==> src/hdl/assert_macros.svh <==
// Assertion macros shared by the command sentence checker modules.
`ifndef ASSERT_MACROS_SVH
`define ASSERT_MACROS_SVH
`ifndef SYNTHESIS
// Checks a property on every rising edge of i_clk outside reset.
`define CCS_ASSERT(label, prop) \
    label: assert property (@(posedge i_clk) disable iff (!i_rst_n) prop) \
        else $error("command sentence checker: assertion failed");
// Checks that a condition never holds on a rising edge of i_clk outside reset.
`define CCS_NEVER(label, expr) \
    label: assert property (@(posedge i_clk) disable iff (!i_rst_n) !(expr)) \
        else $error("command sentence checker: forbidden condition seen");
`else
`define CCS_ASSERT(label, prop)
`define CCS_NEVER(label, expr)
`endif
`endif

==> src/hdl/ccs_pkg.sv <==
// Types, character constants and decode functions of the command sentence checker.
package ccs_pkg;

    // Framing characters and hex decode offsets.
    localparam logic [7:0] CHAR_DOLLAR = 8'h24;
    localparam logic [7:0] CHAR_STAR   = 8'h2A;
    localparam logic [7:0] DIGIT_BASE  = 8'h30;
    localparam logic [7:0] ALPHA_BASE  = 8'h37;

    // Command codes.
    localparam logic [3:0] CODE_NONE = 4'd0;
    localparam logic [3:0] CODE_CVW  = 4'd1;
    localparam logic [3:0] CODE_DPV  = 4'd2;
    localparam logic [3:0] CODE_SWV  = 4'd3;
    localparam logic [3:0] CODE_EIS  = 4'd4;
    localparam logic [3:0] CODE_RUN  = 4'd5;
    localparam logic [3:0] CODE_CHK  = 4'd6;
    localparam logic [3:0] CODE_DIE  = 4'd7;
    localparam logic [3:0] CODE_TIA  = 4'd8;
    localparam logic [3:0] CODE_CUR  = 4'd9;
    localparam logic [3:0] CODE_MAX  = CODE_CUR;

    // Three-letter names, first letter in the top byte.
    localparam logic [23:0] NAME_CVW = 24'h435657;
    localparam logic [23:0] NAME_DPV = 24'h445056;
    localparam logic [23:0] NAME_SWV = 24'h535756;
    localparam logic [23:0] NAME_EIS = 24'h454953;
    localparam logic [23:0] NAME_CMD = 24'h434D44;
    localparam logic [23:0] NAME_RUN = 24'h52554E;
    localparam logic [23:0] NAME_CHK = 24'h43484B;
    localparam logic [23:0] NAME_DIE = 24'h444945;
    localparam logic [23:0] NAME_TIA = 24'h544941;
    localparam logic [23:0] NAME_CUR = 24'h435552;

    // One finished sentence as the front hands it over.
    typedef struct packed {
        logic [5:0][7:0] code_chars;   // positions 1,2,3,5,6,7 at indexes 0..5
        logic [7:0]      computed_sum;
        logic [7:0]      received_sum;
        logic            digit_bad;
    } t_sentence;

    // One result as it stands on the output ports.
    typedef struct packed {
        logic       checksum_ok;
        logic       hex_error;
        logic [3:0] command_code;
        logic [7:0] computed_sum;
        logic [7:0] received_sum;
    } t_result;

    // Uppercase hex decode: bad flag in the top bit, nibble below it.
    function automatic logic [4:0] hex_decode(input logic [7:0] c);
        logic [7:0] diff;
        logic [4:0] res;
        diff = 8'd0;
        res  = 5'b1_0000;
        case (c) inside
            [8'h30:8'h39]: begin
                diff = c - DIGIT_BASE;
                res  = {1'b0, diff[3:0]};
            end
            [8'h41:8'h46]: begin
                diff = c - ALPHA_BASE;
                res  = {1'b0, diff[3:0]};
            end
            default: begin
                res = 5'b1_0000;
            end
        endcase
        return res;
    endfunction

    // Command lookup over the kept characters.
    function automatic logic [3:0] find_code(input logic [5:0][7:0] chars);
        logic [23:0] first;
        logic [23:0] second;
        logic [3:0]  code;
        first  = {chars[0], chars[1], chars[2]};
        second = {chars[3], chars[4], chars[5]};
        code   = CODE_NONE;
        if (first == NAME_CVW) begin
            code = CODE_CVW;
        end else if (first == NAME_DPV) begin
            code = CODE_DPV;
        end else if (first == NAME_SWV) begin
            code = CODE_SWV;
        end else if (first == NAME_EIS) begin
            code = CODE_EIS;
        end else if (first == NAME_CMD) begin
            if (second == NAME_RUN) begin
                code = CODE_RUN;
            end else if (second == NAME_CHK) begin
                code = CODE_CHK;
            end else if (second == NAME_DIE) begin
                code = CODE_DIE;
            end else if (second == NAME_TIA) begin
                code = CODE_TIA;
            end else if (second == NAME_CUR) begin
                code = CODE_CUR;
            end
        end
        return code;
    endfunction

endpackage

==> src/hdl/ccs_front.sv <==
// Front end: framing, running XOR, character capture and checksum digit decode.
`include "assert_macros.svh"
module ccs_front
    import ccs_pkg::*;
(
    input  logic      i_clk,
    input  logic      i_rst_n,
    input  logic      i_accept,
    input  logic [7:0] i_byte_in,
    output logic      o_wr_en,
    output t_sentence o_sentence
);

    localparam logic [1:0] PH_IDLE = 2'd0;
    localparam logic [1:0] PH_BODY = 2'd1;
    localparam logic [1:0] PH_HIGH = 2'd2;
    localparam logic [1:0] PH_LOW  = 2'd3;

    logic [1:0]      r_phase,  n_phase;
    logic [7:0]      r_xor,    n_xor;
    logic [3:0]      r_pos,    n_pos;
    logic [5:0][7:0] r_chars,  n_chars;
    logic [3:0]      r_high,   n_high;
    logic            r_bad,    n_bad;
    logic [4:0]      w_dec;

    assign w_dec = hex_decode(i_byte_in);

    // Sentence output toward the queue, built from the low digit.
    assign o_wr_en = i_accept && (r_phase == PH_LOW) && (i_byte_in != CHAR_DOLLAR);
    assign o_sentence.code_chars   = r_chars;
    assign o_sentence.computed_sum = r_xor;
    assign o_sentence.received_sum = {r_high, w_dec[3:0]};
    assign o_sentence.digit_bad    = r_bad | w_dec[4];

    // Parser next state.
    always_comb begin
        n_phase = r_phase;
        n_xor   = r_xor;
        n_pos   = r_pos;
        n_chars = r_chars;
        n_high  = r_high;
        n_bad   = r_bad;
        if (i_accept) begin
            if (i_byte_in == CHAR_DOLLAR) begin
                n_phase = PH_BODY;
                n_xor   = 8'd0;
                n_pos   = 4'd0;
                n_chars = '0;
                n_high  = 4'd0;
                n_bad   = 1'b0;
            end else begin
                case (r_phase)
                    PH_BODY: begin
                        if (i_byte_in == CHAR_STAR) begin
                            n_phase = PH_HIGH;
                        end else begin
                            n_xor = r_xor ^ i_byte_in;
                            if (r_pos != 4'hF) begin
                                n_pos = r_pos + 4'd1;
                            end
                            case (n_pos)
                                4'd1: n_chars[0] = i_byte_in;
                                4'd2: n_chars[1] = i_byte_in;
                                4'd3: n_chars[2] = i_byte_in;
                                4'd5: n_chars[3] = i_byte_in;
                                4'd6: n_chars[4] = i_byte_in;
                                4'd7: n_chars[5] = i_byte_in;
                                default: n_chars = r_chars;
                            endcase
                        end
                    end
                    PH_HIGH: begin
                        n_high  = w_dec[3:0];
                        n_bad   = w_dec[4];
                        n_phase = PH_LOW;
                    end
                    PH_LOW: begin
                        n_phase = PH_IDLE;
                        n_xor   = 8'd0;
                        n_pos   = 4'd0;
                        n_chars = '0;
                        n_high  = 4'd0;
                        n_bad   = 1'b0;
                    end
                    default: begin
                        n_phase = PH_IDLE;
                    end
                endcase
            end
        end
    end

    // Parser state registers.
    always_ff @(posedge i_clk) begin
        if (!i_rst_n) begin
            r_phase <= PH_IDLE;
            r_xor   <= 8'd0;
            r_pos   <= 4'd0;
            r_chars <= '0;
            r_high  <= 4'd0;
            r_bad   <= 1'b0;
        end else begin
            r_phase <= n_phase;
            r_xor   <= n_xor;
            r_pos   <= n_pos;
            r_chars <= n_chars;
            r_high  <= n_high;
            r_bad   <= n_bad;
        end
    end

    // A sentence leaves the front only from the low digit phase, and the parser idles after it.
    `CCS_ASSERT(a_front_wr_then_idle, o_wr_en |=> (r_phase == PH_IDLE))
    // The body position holds through the high digit phase unless a dollar sign restarts the sentence.
    `CCS_ASSERT(a_front_pos_still, (r_phase == PH_HIGH) && !(i_accept && (i_byte_in == CHAR_DOLLAR)) |=> $stable(r_pos))

endmodule

==> config.mk <==
export PLATFORM = sky130hd
export DESIGN_NAME = ccs_front
export DESIGN_NICKNAME = d
export VERILOG_FILES = /design/src/hdl/ccs_pkg.sv /design/src/hdl/ccs_front.sv
export VERILOG_INCLUDE_DIRS = /design/src /design/src/hdl
export SDC_FILE = /design/constraint.sdc
export NUM_CORES = 1
export LEC_CHECK = 0
export ABC_AREA = 1
export BUFFER_PORTS_ARGS = -buffer_cell sky130_fd_sc_hd__buf_2
export CAP_MARGIN = 40
export CORE_ASPECT_RATIO = 0.6
export CORE_MARGIN = 3
export CORE_UTILIZATION = 58
export DETAILED_ROUTE_END_ITERATION = 7
export PLACE_DENSITY = 0.82
export SYNTH_ARGS = -nofsm -noshare
export SYNTH_HDL_FRONTEND = slang
export SYNTH_SLANG_ARGS = --single-unit
export TNS_END_PERCENT = 20
==> constraint.sdc <==
create_clock -name i_clk -period 4.9 [get_ports i_clk]
set_input_delay 0.735 -clock i_clk [delete_from_list [all_inputs] [get_ports i_clk]]
set_output_delay 0.735 -clock i_clk [all_outputs]
set_load 0.01 [all_outputs]
==> impl_metrics.yaml <==
floorplan:
  io-pin-count: 77
  initial_core_util: 0.635
  die_w_um: 105
  die_height_um: 65.3
  core_area_mm2: 0.00536
  die-area_mm2: 0.00684
  placement_rows: 20
final_layout:
  final_layout_size_suffix_gt1_frac: 0.182
  area_growth_pct: 15.7
  filler_cell_count: 454
  layout.cells.non_filler: 654
  most-common-layout-cells: "nand2_1, nor2_1, buf_2"
  layout.cells.most_common: "nand2_1"
  num_antenna_cells: 0
  final_cell_area_mm2: 0.00393
  nNetsFinal: 593
synthesis:
  synth_edf_count: 0
  yosys_warnings: 0
  synth_flop_cell: "dfxtp_1"
  yosys_register_bits: 67
  synth-async-reset-ratio: 0
  ys_seq_area_frac: 0.395
  syn_area_mm2: 0.00340
  syn-num-nets: 529
  postSynthAreaPerCell_um2: 6.69
  synthesis.instances: 508
  synth_cell_type_count: 25
placement:
  placedCellCount: 638
  sum_of_net_half_perimeters_after_detailed_placement_mm: 6.33
  dp_slack_ps: 1980
  globalplace.congestion: 0.971
  portBuffers: 76
  detailed_place.area_mm2: 0.00373
clock_tree:
  cts_setup_buffers: 0
  clock-sinks: 67
  clk_latency_ps: 350
  clockBufferDepth: 2
  postCtsHoldBufs: 0
  cts_root_buffer: "clkbuf_8"
  post_cts.resized_instances: 0
  htree_num_levels: 3
  cts_tree: "built"
  cts_buffer_count: 9
  clkSlewWorstSetupHoldPaths_ps: 70
worst_setup_path:
  r2r-end: "o_sentence[27]"
  worstReg2RegStart: "r_phase[1]"
  ff2ff_path_depth: 10
  timing.critical_path.from: "i_byte_in[0]"
  timing.critical_path.to_type: "output port"
  cp_slowest_stage_delay_ps: 290
  critical_path.n_buffers_inverters: 3
  timing.reg2reg.setup_slack_ps: 2610
  crit_chain: "buf_2, inv_1, ha_1, nand3b_1, nand2_1, nor3_1, nor2_1, or2_2, buf_2"
  startpoint_type: "primary input"
  path_common_cell: "buf_2"
  crit_arrival_ps: 2210
  critPathKind: "in -> out"
  slowest_stage: "nor3_1"
  cp.required_ps: 4160
  largest_delay_contributor_family_on_the_critical_path: "simple AND/OR/NAND/NOR gates"
  critical_path.max_fanout: 9
global_routing:
  antenna_found_initial: 0
  wire_length_of_the_first_global_routing_pass_mm: 15.0
  globalRouteOverflowTotal: 0
  grt_pass1_vias: 3180
  grt_start_max_net_pins: 52
  grt_usage: 0.271
min_path:
  hold-path-endpoint: "r_high[3]"
  min_path_type: "reg -> reg"
  hp-start: "r_high[3]"
  whs_path_cells: 2
sta:
  minimum_setup_slack_in_the_final_design_ps: 1960
  finClkSkew_ps: 5.16
  timing_hold_violations_final: 0
  fmax_ghz: 0.340
  finalSetupViolations: 0
  final_min_period_over_clock_period: 0.601
  rsz0062_at_grt: "no"
  max_slew.worst_pin.slew_ps: 871
  slew_headroom: 0.419
  maxSlewViolCount: 0
  final.setup.tns_ps: 0
  finalWorstPathRequiredPeriod_ps: 2940
route:
  detailed_router_s_first_iteration_violation_count: 340
  ant_nets: 0
  route.detailed.vias_per_inst: 5.36
  total_via_count_after_detailed_routing: 3505
  post-route-drc-count: 0
  wl_mm: 8.97
  drt-wirelength-per-cell_um: 13.7
  drt-pass1-iter-count: 5
power:
  worst_ir_drop_vdd_mv: 0.199
  power_density_of_the_placed_cells_mw_per_mm2: 330
  p_leak_nw: 1.94
job:
  cap_violations: 0
outcome:
  outcome: "complete, no violations"
cell families after synthesis:
kind of cell | Yosys count | synth area share
xor+xnor | 1 | 0.00258
fa+ha+maj | 10 | 0.0368
buf+inv | 60 | 0.0902
compound gates | 58 | 0.0854
flops | 67 | 0.395
simple gates | 312 | 0.390
per-layer routing:
| metal | global-route usage | up-vias | part of all wire |
|---|---|---|---|
| met2 | 0.420 | 162 | 0.43 |
| met3 | 0.0844 | 22 | 0.091 |
| met5 | 0 | - | 0 |
| met4 | 0.0966 | 0 | 0.021 |
| li1 | - | 1760 | - |
| met1 | 0.359 | 1561 | 0.46 |
synth_stat cells (2+ instances only):
cell | n | area (µm²)
a21oi_1 | 52 | 260
buf_1 | 3 | 11.3
buf_2 | 2 | 10.0
buf_4 | 9 | 67.6
buf_6 | 6 | 67.6
clkbuf_1 | 6 | 22.5
dfxtp_1 | 67 | 1340
ha_1 | 10 | 125
inv_1 | 32 | 120
nand2_1 | 138 | 518
nand3_1 | 57 | 285
nand3_2 | 2 | 20.0
nand4_1 | 4 | 25.0
nor2_1 | 92 | 345
nor2_2 | 3 | 18.8
nor2_4 | 3 | 33.8
nor3_1 | 2 | 10.0
nor4_1 | 8 | 50.1
o21ai_0 | 6 | 30.0
flip-flops by register name (all words and copies together) (netlist names):
signal and cells:
o_sentence 48, r_xor 8, r_phase 2, r_bad 1, r_pos 4, r_high 4
area by class of cell:
type	count	area [µm²]	share of cell area
clock buffers	10	138	0.0350
clock inverters	6	63.8	0.0162
inverters	34	128	0.0325
multi-input cells	381	1750	0.445
flip-flops and latches	67	1340	0.341
well taps	77	96.3	0.0245
repair buffers	79	415	0.106
worst register-to-register path, delay by kind of cell, from the launching register on:
family | cells | cell delay [ps]
buf+inv | 4 | 790
flops | 1 | 390
fa+ha+maj | 1 | 410
simple gates | 5 | 580
stage by stage:
step	power (mW)	utilization	hold WS (ps)
2_1_floorplan	0.772	-	441
3_3_place_gp	0.829	0.693	451
3_5_place_dp	0.839	0.697	454
4_1_cts	1.30	0.734	465
5_1_grt	1.36	0.734	499
6_report	1.30	0.734	466
power breakdown:
group | internal [mW] | leakage [nW] | switching (mW)
Combinational | 0.0789 | 1.30 | 0.150
Clock | 0.249 | 0.0987 | 0.220
Sequential | 0.579 | 0.545 | 0.0210
Total | 0.907 | 1.94 | 0.391
how the worst max path moves through the flow:
stage                                 to  slack (ps)  depth (start not counted)
final                      o_sentence[0]        1960                          9
after floorplan            o_sentence[0]        2460                          6
after CTS                  o_sentence[0]        1980                          9
after global routing       o_sentence[0]        1830                          9
after global placement    o_sentence[41]        1920                         13
after detailed placement   o_sentence[0]        1980                          9
Power figures use the tool's default switching activity.
